===== config.mk =====
export PLATFORM = sky130hd
export DESIGN_NAME = utf8_to_utf16_converter
export DESIGN_NICKNAME = d
export VERILOG_FILES = /design/src/hdl/u8u16_pkg.sv /design/src/hdl/u8u16_decode.sv /design/src/hdl/u8u16_outq.sv /design/src/hdl/utf8_to_utf16_converter.sv
export SDC_FILE = /design/constraint.sdc
export NUM_CORES = 1
export LEC_CHECK = 0
export ABC_AREA = 1
export BUFFER_PORTS_ARGS = -buffer_cell sky130_fd_sc_hd__buf_2
export CORE_UTILIZATION = 48
export DETAILED_ROUTE_END_ITERATION = 8
export PLACE_DENSITY = 0.66
export SLEW_MARGIN = 40
export SYNTH_ARGS = -nofsm -noshare
export SYNTH_HDL_FRONTEND = slang
export SYNTH_SLANG_ARGS = --single-unit

===== constraint.sdc =====
create_clock -name i_clk -period 11.2 [get_ports i_clk]
set_input_delay 1.68 -clock i_clk [delete_from_list [all_inputs] [get_ports i_clk]]
set_output_delay 1.68 -clock i_clk [all_outputs]
set_load 0.01 [all_outputs]

===== src/hdl/u8u16_pkg.sv =====
`timescale 1ns / 1ps

package u8u16_pkg;

    localparam logic [11:0] MAX_CAPACITY  = 12'd4095;
    localparam logic [11:0] CAP_RESET     = 12'd36;

    localparam logic [15:0] UNIT_REPLACE  = 16'hFFFD;
    localparam logic [15:0] SURR_HIGH     = 16'hD800;
    localparam logic [15:0] SURR_LOW      = 16'hDC00;
    localparam logic [15:0] SURR_OFFSET   = 16'h0040;
    localparam logic [20:0] SUPPLEMENTARY = 21'h10000;

    localparam logic [7:0]  MASK_TOP2     = 8'hC0;
    localparam logic [7:0]  MASK_TOP3     = 8'hE0;
    localparam logic [7:0]  MASK_TOP4     = 8'hF0;
    localparam logic [7:0]  MASK_TOP5     = 8'hF8;
    localparam logic [7:0]  MARK_CONT     = 8'h80;
    localparam logic [7:0]  MARK_LEAD2    = 8'hC0;
    localparam logic [7:0]  MARK_LEAD3    = 8'hE0;
    localparam logic [7:0]  MARK_LEAD4    = 8'hF0;
    localparam logic [7:0]  MASK_PAYLOAD  = 8'h3F;

    typedef struct packed {
        logic [15:0] code_unit;
        logic        unit_present;
        logic        string_end;
        logic        last_of_run;
    } t_result;

    typedef struct packed {
        logic [1:0] count;
        t_result    first;
        t_result    second;
    } t_push;

endpackage


===== src/hdl/u8u16_decode.sv =====
`timescale 1ns / 1ps

module u8u16_decode (
    input  logic               i_clk,
    input  logic               i_rst_n,
    input  logic               i_accept,
    input  logic [7:0]         i_byte,
    input  logic [11:0]        i_capacity,
    output u8u16_pkg::t_push   o_push
);

    logic [20:0] r_partial, n_partial;
    logic [1:0]  r_pending, n_pending;
    logic        r_invalid, n_invalid;
    logic [11:0] r_written, n_written;

    logic [11:0] cap;
    logic        lead;
    logic        rep;
    logic        done;
    logic [12:0] written1;
    logic [20:0] cp;
    logic [15:0] high_unit;
    logic [15:0] low_unit;
    u8u16_pkg::t_result rep_res;
    u8u16_pkg::t_result chr0_res;
    u8u16_pkg::t_result chr1_res;

    always_comb begin
        cap = (i_capacity > u8u16_pkg::MAX_CAPACITY) ? u8u16_pkg::MAX_CAPACITY : i_capacity;
        lead = (i_byte & u8u16_pkg::MASK_TOP2) != u8u16_pkg::MARK_CONT;
        rep = lead && ((r_pending != 2'd0) || r_invalid);
        written1 = {1'b0, r_written} + {12'd0, rep};

        n_partial = r_partial;
        n_pending = r_pending;
        n_invalid = r_invalid;
        n_written = r_written;
        done = 1'b0;
        cp = 21'd0;
        o_push = '0;

        if (lead) begin
            n_invalid = 1'b0;
            if ((i_byte & u8u16_pkg::MASK_TOP5) == u8u16_pkg::MARK_LEAD4) begin
                n_partial = {18'd0, i_byte[2:0]};
                n_pending = 2'd3;
            end else if ((i_byte & u8u16_pkg::MASK_TOP4) == u8u16_pkg::MARK_LEAD3) begin
                n_partial = {17'd0, i_byte[3:0]};
                n_pending = 2'd2;
            end else if ((i_byte & u8u16_pkg::MASK_TOP3) == u8u16_pkg::MARK_LEAD2) begin
                n_partial = {16'd0, i_byte[4:0]};
                n_pending = 2'd1;
            end else begin
                n_partial = {14'd0, i_byte[6:0]};
                n_pending = 2'd0;
                done = 1'b1;
            end
        end else if (!r_invalid) begin
            if (r_pending != 2'd0) begin
                n_partial = {r_partial[14:0], 6'd0}
                          + {15'd0, i_byte[5:0] & u8u16_pkg::MASK_PAYLOAD[5:0]};
                n_pending = r_pending - 2'd1;
                done = (n_pending == 2'd0);
            end else begin
                n_invalid = 1'b1;
            end
        end

        cp = n_partial;
        high_unit = u8u16_pkg::SURR_HIGH | ({5'd0, cp[20:10]} - u8u16_pkg::SURR_OFFSET);
        low_unit = u8u16_pkg::SURR_LOW | {6'd0, cp[9:0]};

        rep_res = '{code_unit: u8u16_pkg::UNIT_REPLACE, unit_present: 1'b1,
                    string_end: 1'b0, last_of_run: 1'b0};
        chr0_res = '{code_unit: 16'd0, unit_present: 1'b1,
                     string_end: 1'b0, last_of_run: 1'b0};
        chr1_res = '{code_unit: low_unit, unit_present: 1'b1,
                     string_end: 1'b0, last_of_run: 1'b1};

        if (i_byte == 8'd0) begin
            o_push.count = 2'd1;
            o_push.first.string_end = 1'b1;
            o_push.first.last_of_run = 1'b1;
            if (((r_pending != 2'd0) || r_invalid) && (r_written < cap)) begin
                o_push.first.code_unit = u8u16_pkg::UNIT_REPLACE;
                o_push.first.unit_present = 1'b1;
            end
            n_partial = 21'd0;
            n_pending = 2'd0;
            n_invalid = 1'b0;
            n_written = 12'd0;
        end else if (r_written >= cap) begin
            n_partial = r_partial;
            n_pending = r_pending;
            n_invalid = r_invalid;
        end else begin
            // emit replacement first, then the completed character; a surrogate pair goes out without the replacement
            if (done && (written1 < {1'b0, cap})) begin
                if ((cp >= u8u16_pkg::SUPPLEMENTARY) && ((written1 + 13'd1) < {1'b0, cap})) begin
                    chr0_res.code_unit = high_unit;
                    o_push.count = 2'd2;
                    o_push.first = chr0_res;
                    o_push.second = chr1_res;
                    n_written = written1[11:0] + 12'd2;
                end else begin
                    chr0_res.code_unit = (cp >= u8u16_pkg::SUPPLEMENTARY) ? 16'd0 : cp[15:0];
                    chr0_res.last_of_run = 1'b1;
                    if (rep) begin
                        o_push.count = 2'd2;
                        o_push.first = rep_res;
                        o_push.second = chr0_res;
                    end else begin
                        o_push.count = 2'd1;
                        o_push.first = chr0_res;
                    end
                    n_written = written1[11:0] + 12'd1;
                end
            end else if (rep) begin
                rep_res.last_of_run = 1'b1;
                o_push.count = 2'd1;
                o_push.first = rep_res;
                n_written = written1[11:0];
            end
        end
    end

    always_ff @(posedge i_clk) begin
        if (!i_rst_n) begin
            r_partial <= 21'd0;
            r_pending <= 2'd0;
            r_invalid <= 1'b0;
            r_written <= 12'd0;
        end else if (i_accept) begin
            r_partial <= n_partial;
            r_pending <= n_pending;
            r_invalid <= n_invalid;
            r_written <= n_written;
        end
    end

endmodule


===== src/hdl/u8u16_outq.sv =====
`timescale 1ns / 1ps

module u8u16_outq (
    input  logic                i_clk,
    input  logic                i_rst_n,
    input  logic                i_push,
    input  u8u16_pkg::t_push    i_data,
    input  logic                i_out_stall,
    output logic                o_room,
    output logic                o_out_valid,
    output u8u16_pkg::t_result  o_head
);

    u8u16_pkg::t_result r_q0, n_q0;
    u8u16_pkg::t_result r_q1, n_q1;
    logic [1:0]         r_cnt, n_cnt;
    logic               pop;

    assign o_out_valid = (r_cnt != 2'd0);
    assign o_head = r_q0;
    assign pop = o_out_valid && !i_out_stall;
    assign o_room = (r_cnt == 2'd0) || ((r_cnt == 2'd1) && pop);

    always_comb begin
        n_q0 = r_q0;
        n_q1 = r_q1;
        n_cnt = r_cnt;
        if (i_push) begin
            n_q0 = i_data.first;
            n_q1 = i_data.second;
            n_cnt = i_data.count;
        end else if (pop) begin
            n_q0 = r_q1;
            n_cnt = r_cnt - 2'd1;
        end
    end

    always_ff @(posedge i_clk) begin
        if (!i_rst_n) begin
            r_cnt <= 2'd0;
        end else begin
            r_cnt <= n_cnt;
        end
    end

    always_ff @(posedge i_clk) begin
        r_q0 <= n_q0;
        r_q1 <= n_q1;
    end

    a_cnt_bound: assert property (@(posedge i_clk) disable iff (!i_rst_n)
        r_cnt != 2'd3)
        else $error("result queue count out of range");

    a_push_room: assert property (@(posedge i_clk) disable iff (!i_rst_n)
        i_push |-> ((r_cnt == 2'd0) || ((r_cnt == 2'd1) && pop)))
        else $error("push without room for two results");

    a_pair_held: assert property (@(posedge i_clk) disable iff (!i_rst_n)
        (i_push && (i_data.count == 2'd2)) |=> (r_cnt == 2'd2))
        else $error("result pair not stored");

    a_stall_holds: assert property (@(posedge i_clk) disable iff (!i_rst_n)
        (o_out_valid && i_out_stall) |=> (o_out_valid && $stable(r_q0)))
        else $error("stalled head result changed");

endmodule


===== src/hdl/utf8_to_utf16_converter.sv =====
`timescale 1ns / 1ps
// UTF-8 to UTF-16 converter.
// Input channel: i_in_valid / o_in_stall with i_in_byte, one byte per transfer.
// A zero byte ends the string; it always yields exactly one o_string_end result
// (0xFFFD for an open or stray sequence below capacity, else a bare marker).
// Output channel: o_out_valid / i_out_stall with o_code_unit, o_unit_present,
// o_string_end and o_last_of_run; one result per transfer.
// Configuration: i_cfg_we / i_cfg_data writes the capacity in code units per
// string; write only while the block is idle.
// A byte's first result is registered and heads the output the next cycle.
// Throughput: one byte per cycle when each byte gives at most one result and
// the receiver does not stall; a byte that gives two results (surrogate pair,
// or replacement plus character) holds the input while the two-entry result
// queue drains.
// Reset: synchronous, active low; clears the string state and the queue and
// sets the capacity to 36.
// Receiver stall: the head result holds; the input stalls as soon as the
// queue cannot take two more results.

module utf8_to_utf16_converter (
    input  logic        i_clk,
    input  logic        i_rst_n,
    input  logic        i_in_valid,
    output logic        o_in_stall,
    input  logic [7:0]  i_in_byte,
    output logic        o_out_valid,
    input  logic        i_out_stall,
    output logic [15:0] o_code_unit,
    output logic        o_unit_present,
    output logic        o_string_end,
    output logic        o_last_of_run,
    input  logic        i_cfg_we,
    input  logic [11:0] i_cfg_data
);

    logic [11:0]        r_capacity;
    logic               room;
    logic               accept;
    u8u16_pkg::t_push   push;
    u8u16_pkg::t_result head;

    assign o_in_stall = !room;
    assign accept = i_in_valid && room;

    always_ff @(posedge i_clk) begin
        if (!i_rst_n) begin
            r_capacity <= u8u16_pkg::CAP_RESET;
        end else if (i_cfg_we) begin
            r_capacity <= i_cfg_data;
        end
    end

    u8u16_decode u_decode (
        .i_clk      (i_clk),
        .i_rst_n    (i_rst_n),
        .i_accept   (accept),
        .i_byte     (i_in_byte),
        .i_capacity (r_capacity),
        .o_push     (push)
    );

    u8u16_outq u_outq (
        .i_clk       (i_clk),
        .i_rst_n     (i_rst_n),
        .i_push      (accept),
        .i_data      (push),
        .i_out_stall (i_out_stall),
        .o_room      (room),
        .o_out_valid (o_out_valid),
        .o_head      (head)
    );

    assign o_code_unit    = head.code_unit;
    assign o_unit_present = head.unit_present;
    assign o_string_end   = head.string_end;
    assign o_last_of_run  = head.last_of_run;

endmodule

### Word-level counts from Yosys, hierarchy flattened

Index checks and enable logic that the tools add are counted.
Widths: inputs -> output; s select.

* multiplexer cells: 47
* eq/ne operators: 7
* reduce and logical (&&, ||, !) cells: 25
* $lt $le $gt $ge: 6
* bitwise gates (word level): 2
* add/subtract/negate cells: 8

Operators with widths (number)
* $mux 21: 10
* $mux 40: 2
* $mux 19: 4
* $mux 12: 6
* $lt 13x12->1: 2
* $add 21x6->21: 1
* $ge 21x17->1 const B: 1
* $mux 20: 1
* $mux 2: 9
* $mux 17: 1
* $mux 16: 1
* $add 12x1->13: 1
* $add 13x1->13 const B: 1
* $add 12x1->12 const B: 1
* $add 12x2->12 const B: 1
* $ge 12x12->1: 1
* $gt 12x12->1 const B: 1
* $lt 12x12->1: 1
* $mux 1: 12
* $sub 11x7->12 const B: 1
* $logic_not 8->1: 1
* $logic_and 1x1->1: 7
* $mux 7: 1
* $reduce_bool 2->1: 3
* 19 further kinds: 25

* register bits: 88
* input bits: 25

### Longest topological paths before layout

Gate-level depths: netlist (run 1).

* depth after elaboration: 13
* depth in mapped cells: 34
* depth with buffers taken out: 33

### Hierarchy

A second synthesis (run 1) with hierarchy kept.

* cells, all modules: 945
* area, all modules: 6490.0 sq um

Modules (own cells, without submodules)
* u8u16_decode: cells each 744, times used 1, area an instance 4434.3 sq um
* u8u16_outq: cells each 126, times used 1, area an instance 1550.2 sq um
* utf8_to_utf16_converter: cells each 75, times used 1, area an instance 505.5 sq um

### Worst setup path after synthesis (run 1)

Ideal clock, no wire load.

* path kind: input to register
* from: in i_in_byte[6]
* to: reg u_outq.r_q0, in the netlist u_outq.o_head[3], data pin
* stages on the path: 30
* data arrival time: 5.068 ns
* library setup time: 0.253 ns
* setup slack: 5.879 ns
* required time: 10.947 ns
* cell sequence: inv_1 > nand2_2 > nand2_1 > inv_1 > ha_1 > ha_1 > nand2_2 > inv_1 > or2_1 > inv_1 > ha_1 > nand2_1 > nor2_1 > xor2_1 > inv_1 > ha_1 > inv_1 > nor3_1 > o21ai_0 > nand2_1 > nand2_1 > nand2_1 > nand2_1 > nand3_4 > nand2_1 > buf_6 > o22ai_1 > nand2_1 > nand2_1 > nand2_1

RTL lines
* start: declaration: RTL line utf8_to_utf16_converter.sv:25 `input logic [7:0] i_in_byte,`
* end signal: assignment: RTL line u8u16_outq.sv:47 `r_q0 <= n_q0;`
* end: declaration: RTL line u8u16_outq.sv:14 `u8u16_pkg::t_result r_q0, n_q0;`

==> reports/qor.csv, run 1 <==
stage,metric,value,unit
setup_path,critPathSlowestCell,nand3_4,
place,gp_congestion,0.8996,
grt,grt-ovfl-total,0,
yosys,synth_edf_count,36,
power,share_seq_of_total_power,30.9,%
place,port-buffer-count,45,
drt,drc,0,
timing,min_period,6.475,ns
setup_path,crit_fanout,31,
power,p_clk_share,21.0,%
yosys,synth-seq-cells,86,
yosys,synthAdderAreaFrac,9.201,%
run_status,status,"complete, no violations",
clocking,cts_resized,0,
yosys,post-synth-top-count-cell,nand2_1,
yosys,synthXorXnorAreaFrac,2.576,%
setup_path,cp_common_cell,nand2_1,
floorplan,rows,40,
grt,grt_pass1_vias,5114,
power,power_switching,0.0006952,W
setup_path,end_kind,register,
timing,slew_viol_final,0,
grt,antenna_found_initial,0,
finish,multiInputGateArea,3412,um2
floorplan,io-pin-count,46,
clocking,htree_levels,3,
setup_path,critical_path_class,in -> reg,
floorplan,die_x,114.9,um
yosys,netlist_area,6120,um2
drt,wire_per_inst,14.68,um
floorplan,start_util,50.11,%
power,p_per_area,226.7,nW/um2
timing,post-route-period-util,57.81,%
floorplan,dieHeight,114.9,um
finish,fin_cells,1095,
power,comb_power_share,48.1,%
drt,drtPass1Iterations,5,
timing,rsz0062_at_grt,no,
yosys,synth_cell_type_count,42,
yosys,synth_seq_area_share,34.02,%
power,switching_share,45.47,%
timing,hold_viol_final,0,
finish,seq_area,2082,um2
yosys,synth.largest_area_cell,edfxtp_1,
finish,syn2layout_area_growth,10.22,%
hold_path,hold_path_class,reg -> reg,
yosys,syn_inst,890,
place,dpl.cell_count,1079,
yosys,syn-num-nets,960,
finish,diodes,0,
drt,dr_total_vias,5719,
finish,nNetsFinal,992,
setup_path,max_stage_delay,0.43,ns
yosys,synth_top_family_by_area,simple AND/OR/NAND/NOR gates,
drt,antenna_left,0,
timing,max_freq,0.1544,GHz
timing,skew,0.008250,ns
grt,grt.total_usage,26.08,%
drt,via_per_inst,5.223,
clocking,cts_sinks,86,
clocking,clock_path_buffers,2,
yosys,ys_top_cells_by_count,"nand2_1, inv_1, nor2_1, nand3_1, a21oi_1",
power,p_int,0.0008338,W
clocking,clock_latency,0.36,ns
grt,grt_pass1_wl,26500,um
setup_path,critPathArrivalTime,6.59,ns
yosys,yosysTopAreaCellShare,17.67,%
job,cap_violations,0,
drt,wl,16070,um
clocking,cts_setup_buffers,0,
grt,grt_max_degree,32,
timing,worstMarginPinSlew,0.8032,ns
setup_path,start_kind,input port,
power,leakagePower,3.198,nW
timing,tns,0,ns
yosys,ys_top_cells_by_area,"edfxtp_1, dfxtp_1, nand2_1, ha_1, inv_1",
yosys,synth.area.mux_share,0,%
finish,fillers,1263,
place,dp_hpwl,11870,um
clocking,cts_buffers,9,
clocking,clk_pin_slew_worst_paths,0.07,ns
yosys,synth_compound_area_share,12.14,%
power,ir_drop,0.1237,mV
drt,drt_iter0_markers,444,
floorplan,dieArea,13200,um2
timing,maxSlewHeadroom,46.40,%
power,power,0.001529,W
place,dpl-instance-area,6437,um2
yosys,yosysWarnings,0,
timing,setup_violations,0,
floorplan,core_area,12210,um2
setup_path,crit_required,11.31,ns
yosys,synth-simple-area-share,31.67,%
finish,fin_area,6745,um2
clocking,holdBufCountCts,0,
yosys,ys.flop_type,dfxtp_1,
yosys,postSynthAreaPerCell,6.876,um2
yosys,synthArstFlopShare,0,%
clocking,cts_root_buf,clkbuf_16,
clocking,cts_tree,yes,
finish,drive_above_1_share,10.36,%
## layout make-up
class,instances,share of cell area (%)
Multi-Input combinational cell,646,50.58
Timing Repair Buffer,47,3.561
Tap cell,168,3.116
Clock inverter,7,1.187
Sequential cell,86,30.87
Clock buffer,9,3.339
Inverter,132,7.346
## metal layers
metal,global-route usage (%),routed length (um),vias to the layer above
li1,-,-,2927
met5,0,0,-
met4,7.446,236,0
met3,6.906,1355,21
met1,39.37,8166,2558
met2,35.94,6314,213
## kinds of logic after synthesis
kind of cell,after synthesis
and+or+nand+nor,451
buffers and inverters,158
AOI/OAI and AO/OA,131
DFF,86
adders and majority gates,45
xor gates and xnor gates,18
other,1
## placed cells by master (no fill, tap or decap), types with 2 or more instances in the layout
cell,n
o211ai_1,3
nand2_1,260
nor2_4,5
buf_2,45
nor2_2,6
clkbuf_16,9
nor3_1,6
dfxtp_1,50
a21oi_1,63
nor2_1,80
nand4_1,13
inv_2,5
xor2_1,17
buf_4,2
o22ai_2,2
o21bai_1,2
o21a_1,9
nand3_1,64
clkinvlp_4,2
nor4_1,2
o21ai_0,39
ha_1,45
clkinv_1,2
nand3b_1,2
o21ai_2,2
inv_8,2
o22ai_1,7
inv_1,126
edfxtp_1,36
nand2_2,8
## path summary, 6_finish.rpt
kind	cells after the start	endpoint	slack, ns	startpoint
worst max register to register	33	u_outq.o_head[10]	5.52	u_decode.r_pending[0]
worst min register to register	2	u_decode.r_partial[7]	0.46	u_decode.r_partial[7]
worst min-delay path	2	u_decode.r_partial[7]	0.46	u_decode.r_partial[7]
worst max-delay path	31	u_outq.o_head[10]	4.72	i_in_byte[6]
## power groups by stage
stage | clock network [W] | logic, W | registers (W)
floorplan | 0 | 0.000525 | 0.000493
global placement | 0 | 0.000726 | 0.000480
detailed placement | 0 | 0.000724 | 0.000480
CTS | 0.000322 | 0.000728 | 0.000474
global route | 0.000335 | 0.000830 | 0.000483
finish | 0.000321 | 0.000735 | 0.000473
## registers in the layout, summed over array words and instances (netlist names)
signal / count
u_outq.r_cnt: 2
r_capacity: 12
u_outq.o_head: 19
u_decode.r_invalid: 1
u_decode.r_pending: 2
u_outq.r_q1: 17
u_decode.r_partial: 21
u_decode.r_written: 12
## stage by stage
| step | worst slack, ns | hold WS, ns | util (%) |
|---|---|---|---|
| 2_1_floorplan | 5.879 | 0.4409 | - |
| 3_3_place_gp | 4.534 | 0.4506 | 52.68 |
| 3_5_place_dp | 4.500 | 0.4560 | 52.72 |
| 4_1_cts | 4.845 | 0.4657 | 55.22 |
| 5_1_grt | 4.238 | 0.4882 | 55.24 |
| 6_report | 4.725 | 0.4648 | 55.24 |
## critical path: cells and delay by family
kind	cells	cell delay (ns)
fa+ha+maj	4	0.93
compound gates	2	0.26
xor+xnor	1	0.20
buf+inv	7	0.71
simple gates	17	2.81
No activity file was read; power rests on OpenSTA's default activity.
==> inputs of run 2 (changes only) <==
clock period = 6.7 ns   (was 11.2 ns; I/O delays follow)
==> run 2 against run 1 <==
Flip-flop and latch count is the same; setup slack lost 3.6 ns; register-to-register slack lost 4.3 ns; sequential share of layout area grew 0.092 points; count of clock-buffer cells in the layout grew 1; first-iteration DRC count grew 2.9%; cell count is essentially flat; clock power grew 49%; utilization shrank 0.16 points.
==> reports/qor.csv, run 2 (synthesis gave the netlist of run 1 again) <==
stage,metric,value,unit,change
drt,dr_total_vias,5708,,-0.19%
setup_path,critical_path_class,in -> reg,,
setup_path,critPathArrivalTime,5.72,ns,-0.87 ns
setup_path,cp_common_cell,nand2_1,,
job,cap_violations,0,,unchanged
finish,nNetsFinal,993,,+0.10%
setup_path,start_kind,input port,,
setup_path,end_kind,register,,
place,dpl.cell_count,1080,,+0.093%
place,dp_hpwl,11890,um,+0.16%
floorplan,dieHeight,114.9,um,unchanged
grt,use_met1,39.60,%,+0.22 points
finish,mostFrequentLayoutCell,nand2_1,,
clocking,clock_latency,0.35,ns,about the same
setup_path,max_stage_delay,0.28,ns,-0.15 ns
drt,drc,0,,unchanged
drt,antenna_left,0,,unchanged
timing,max_freq,0.1779,GHz,
clocking,htree_levels,3,,unchanged
clocking,cts_root_buf,clkbuf_16,,
grt,grt.total_usage,25.94,%,-0.14 points
setup_path,crit_fanout,11,,-65%
finish,syn2layout_area_growth,9.896,%,
floorplan,die_x,114.9,um,unchanged
power,leakagePower,3.186,nW,-0.38%
finish,diodes,0,,unchanged
finish,fillers,1243,,-1.6%
hold_path,hold_path_class,reg -> reg,,
timing,setup_violations,0,,unchanged
grt,grt-busiest-layer,met1,,
finish,top_register,u_decode.r_partial,,
drt,wire_per_inst,14.58,um,-0.66%
finish,drive_above_1_share,10.56,%,+0.20 points
floorplan,core_area,12210,um2,unchanged
clocking,cts_buffers,9,,unchanged
finish,seq_area,2082,um2,unchanged
timing,post-route-period-util,83.91,%,
grt,antenna_found_initial,0,,unchanged
drt,drt_iter0_markers,457,,+2.9%
timing,hold_viol_final,0,,unchanged
grt,grt_max_degree,31,,-3.1%
place,gp_congestion,0.9398,,+4.5%
drt,drtPass1Iterations,5,,unchanged
finish,multiInputGateArea,3415,um2,about the same
finish,final_cell_mix,"nand2_1, inv_1, nor2_1",,
timing,tns,0,ns,unchanged
clocking,clock_path_buffers,2,,unchanged
setup_path,critPathSlowestCell,ha_1,,
grt,grt-ovfl-total,0,,unchanged
clocking,holdBufCountCts,0,,unchanged
place,dpl-instance-area,6445,um2,+0.12%
timing,maxSlewHeadroom,45.93,%,-0.47 points
grt,grtUsageMet2,37.19,%,+1.2 points
grt,grt_pass1_vias,5138,,+0.47%
clocking,clk_pin_slew_worst_paths,0.07,ns,about the same
clocking,cts_setup_buffers,0,,unchanged
finish,largest_reg_flops,21,,unchanged
floorplan,start_util,50.11,%,unchanged
clocking,cts_sinks,86,,unchanged
floorplan,rows,40,,unchanged
finish,fin_cells,1096,,+0.091%
timing,skew,0.01130,ns,+0.003047 ns
clocking,cts_tree,yes,,
place,port-buffer-count,45,,unchanged
run_status,status,"complete, no violations",,
finish,fin_area,6725,um2,-0.30%
grt,grt_pass1_wl,26480,um,about the same
clocking,cts_resized,0,,unchanged
timing,rsz0062_at_grt,no,,
timing,worstMarginPinSlew,0.8101,ns,+0.006967 ns
drt,via_per_inst,5.208,,-0.28%
setup_path,crit_required,6.80,ns,-4.51 ns
floorplan,dieArea,13200,um2,unchanged
power,p_per_area,372.6,nW/um2,+64%
power,ir_drop,0.2661,mV,+120%
timing,slew_viol_final,0,,unchanged
timing,min_period,5.622,ns,
drt,wl,15980,um,-0.57%
floorplan,io-pin-count,46,,unchanged
grt,grt_util_met3,4.164,%,-2.7 points
[run 2: changes by cell type in the layout (fill, tap and decap cells not counted), sizes merged]
| cell | change |
|---|---|
| bufinv | -1 |
| inv | -1 |
| clkinvlp | +1 |
| buf | +1 |
| clkbuf | +1 |
[run 2: final timing paths]
path                          from               endpoint  slack (ns)  cells past startpoint
max                   i_in_byte[6]      u_outq.o_head[17]        1.08                     31
min          u_decode.r_partial[5]  u_decode.r_partial[5]        0.47                      2
max reg2reg  u_decode.r_pending[0]      u_outq.o_head[17]        1.24                     33
min reg2reg  u_decode.r_partial[5]  u_decode.r_partial[5]        0.47                      2
[run 2: per-layer routing]
| layer | part of all wire, % | routed length, um |
|---|---|---|
| met1 | 52 | 8326 |
| met2 | 41 | 6472 |
| met3 | 6.2 | 992 |
| met4 | 1.2 | 188 |
| met5 | 0 | 0 |
[run 2: final cells by class]
cell class | count | area share, %
Multi-Input combinational cell | 646 | 50.77
Sequential cell | 86 | 30.96
Inverter | 132 | 7.367
Timing Repair Buffer | 48 | 3.684
Clock buffer | 10 | 3.405
Tap cell | 168 | 3.126
Clock inverter | 6 | 0.6884
[run 2: power breakdown]
group          internal (W)  switching (W)  leakage, nW
registers          0.000730      0.0000622        0.766
logic              0.000375       0.000861         2.29
clock network      0.000254       0.000224        0.127
total               0.00136        0.00115         3.19
[run 2: through the flow]
stage          hold slack (ns)  utilization (%)  setup WS (ns)  power (W)
4_1_cts                 0.4666            55.03          1.235   0.002500
5_1_grt                 0.4763            55.07         0.6186   0.002704
3_5_place_dp            0.4550            52.78         0.8800   0.002021
3_3_place_gp            0.4493            52.75         0.8923   0.002021
6_report                0.4657            55.07          1.078   0.002506
2_1_floorplan           0.4409                -          2.054   0.001701
[run 2: worst max-delay path, delay by kind of cell]
family	cells	cell delay [ns]
AND/OR/NAND/NOR	17	2.52
adder cells (fa/ha/maj)	4	0.93
buffers and inverters	7	0.70
AO/OA/AOI/OAI	2	0.35
XOR/XNOR	1	0.21
==> inputs of run 3 (changes only) <==
PLACE_DENSITY = 0.68   (was 0.66)
clock period = 4.7 ns   (was 6.7 ns; I/O delays follow)
==> run 3 against run 2 <==
Clock power grew 41%; register-to-register slack got worse by 0.91 ns; via count rose by 1.4%; combinational power grew 48%; total power increased by 46%; critical endpoint is now u_outq.o_head[8]; highest routed layer unchanged.
==> reports/qor.csv, run 3 (synthesis gave the netlist of run 1 again) <==
stage,metric,value,unit,change
drt,wl,15670,um,-1.9%
drt,drtPass1Iterations,5,,unchanged
clocking,clock_path_buffers,2,,unchanged
timing,max_freq,0.2289,GHz,
place,dp_hpwl,11720,um,-1.4%
setup_path,rrSetupSlack,0.33,ns,-0.91 ns
power,comb_power_share,50.3,%,+1.0 points
floorplan,io-pin-count,46,,unchanged
finish,largest_reg_flops,21,,unchanged
clocking,cts_tree,yes,,
job,cap_violations,0,,unchanged
floorplan,core_area,12210,um2,unchanged
setup_path,start_kind,register,,
setup_path,r2r_start,u_decode.r_pending[0],,
timing,skew,0.01101,ns,-0.0002879 ns
hold_path,hold_path_class,reg -> reg,,
power,power_switching,0.001640,W,+43%
drt,dr_total_vias,5789,,+1.4%
setup_path,critical_path_class,reg -> reg,,
floorplan,start_util,50.11,%,unchanged
setup_path,reg2reg_to,u_outq.o_head[8],,
finish,top_register,u_decode.r_partial,,
floorplan,die_x,114.9,um,unchanged
power,ir_drop,0.2747,mV,+3.2%
grt,antenna_found_initial,0,,unchanged
clocking,cts_buffers,9,,unchanged
drt,wire_per_inst,14.07,um,-3.5%
grt,grt_max_degree,30,,-3.2%
setup_path,cp-startpoint,u_decode.r_pending[0],,
setup_path,endpoint,u_outq.o_head[8],,
drt,drt_iter0_markers,541,,+18%
finish,syn2layout_area_growth,12.59,%,
floorplan,rows,40,,unchanged
finish,final_cell_mix,"nand2_1, inv_1, nor2_1",,
drt,antenna_left,0,,unchanged
finish,nNetsFinal,1011,,+1.8%
timing,worstMarginPinSlew,0.8073,ns,-0.002792 ns
finish,drive_above_1_share,12.79,%,+2.2 points
finish,fillers,1238,,-0.40%
floorplan,dieArea,13200,um2,unchanged
power,p_per_area,529.6,nW/um2,+42%
finish,fin_util,56.42,%,+1.4 points
clocking,clock_latency,0.35,ns,about the same
setup_path,r2r_cells,27,,-18%
grt,grt.total_usage,25.23,%,-0.70 points
clocking,cts_sinks,86,,unchanged
grt,grt_pass1_wl,25660,um,-3.1%
timing,slew_viol_final,0,,unchanged
setup_path,end_kind,register,,
place,dpl.cell_count,1097,,+1.6%
setup_path,cp_common_cell,nand2_1,,
place,gp_congestion,0.9623,,+2.4%
timing,post-route-period-util,92.93,%,
power,p_clk_share,18.5,%,-0.6 points
grt,grt_pass1_vias,5134,,-0.078%
setup_path,critPathArrivalTime,4.48,ns,-1.24 ns
grt,grt-ovfl-total,0,,unchanged
timing,hold_viol_final,0,,unchanged
setup_path,crit_required,4.81,ns,-1.99 ns
setup_path,max_stage_delay,0.33,ns,+0.05 ns
finish,seq_area,2082,um2,unchanged
place,port-buffer-count,45,,unchanged
finish,fin_cells,1114,,+1.6%
setup_path,crit_fanout,18,,+7
power,switching_share,44.94,%,-0.82 points
power,p_int,0.002009,W,+48%
timing,maxSlewHeadroom,46.05,%,+0.12 points
clocking,clk_pin_slew_worst_paths,0.07,ns,about the same
run_status,status,"complete, no violations",,
floorplan,dieHeight,114.9,um,unchanged
drt,drc,0,,unchanged
finish,mostFrequentLayoutCell,nand2_1,,
finish,multiInputGateArea,3436,um2,+0.62%
power,share_seq_of_total_power,31.2,%,-0.4 points
finish,diodes,0,,unchanged
clocking,cts_root_buf,clkbuf_16,,
clocking,htree_levels,3,,unchanged
timing,setup_violations,0,,unchanged
drt,via_per_inst,5.197,,-0.22%
power,leakagePower,3.280,nW,+3.0%
setup_path,critPathSlowestCell,dfxtp_1,,
timing,min_period,4.368,ns,
## run 3: cell count changes in the layout (fill, tap and decap cells not counted), sizes merged
cell      delta
buf         +18
clkinvlp     -2
inv          -1
clkinv       +3
## run 3: layout make-up
cell class	count	share of cell area [%]
tap	168	3.051
multi-input combinational	646	49.86
clock inverter	6	0.6900
inverter	132	7.191
sequential	86	30.22
clock buffer	10	3.323
timing repair buffer	66	5.666
## run 3: how the worst min path moves through the flow
stage / to / depth (start not counted) / from
global route: u_decode.r_partial[6] / 2 / u_decode.r_partial[6]
global placement: u_decode.r_partial[5] / 2 / u_decode.r_partial[5]
floorplan: u_decode.r_partial[10] / 2 / u_decode.r_partial[10]
CTS: u_decode.r_partial[10] / 2 / u_decode.r_partial[10]
detailed placement: u_decode.r_partial[15] / 2 / u_decode.r_partial[15]
finish: u_decode.r_partial[10] / 2 / u_decode.r_partial[10]
## run 3: per-layer routing
layer	wire length (um)	global-route usage, %	part of all wire [%]	vias to the layer above
li1	-	-	-	2972
met2	6369	36.39	41	218
met1	7878	38.23	50	2577
met3	1168	4.006	7.5	22
met5	0	0	0	-
met4	256	7.879	1.6	0
## run 3: through the flow
stage | hold WS [ns] | power [W] | cell area, um2 | worst slack [ns] | TNS [ns]
2_1_floorplan | 0.4409 | 0.002425 | 6120 | 0.3544 | 0
5_1_grt | 0.4875 | 0.003946 | 6890 | -0.03116 | -0.04936
4_1_cts | 0.4651 | 0.003607 | 6845 | 0.2169 | 0
3_5_place_dp | 0.4536 | 0.002933 | 6569 | 0.09855 | 0
6_report | 0.4651 | 0.003649 | 6890 | 0.3322 | 0
3_3_place_gp | 0.4502 | 0.002922 | 6569 | 0.2237 | 0
## run 3: power by group through the flow
stage | sequential, W | combinational, W | clock (W)
global route | 0.00116 | 0.00208 | 0.000711
global placement | 0.00115 | 0.00177 | 0
floorplan | 0.00117 | 0.00125 | 0
detailed placement | 0.00115 | 0.00178 | 0
CTS | 0.00114 | 0.00179 | 0.000683
finish | 0.00114 | 0.00183 | 0.000676
## run 3: what timing repair did
action                                 in CTS  in global routing
gates resized for setup                     0                 11
endpoints found under the hold margin       0                  0
hold buffers                                0                  0
buffers inserted                            0                  1
setup endpoints to repair                   0                 38
## run 3: critical path: cells and delay by family (launching register included)
| kind | cells | cell delay (ns) |
|---|---|---|
| AOI/OAI and AO/OA | 2 | 0.37 |
| adders and majority gates | 4 | 0.90 |
| xor gates and xnor gates | 1 | 0.31 |
| buffers and inverters | 6 | 0.57 |
| DFF | 1 | 0.33 |
| and+or+nand+nor | 14 | 1.63 |
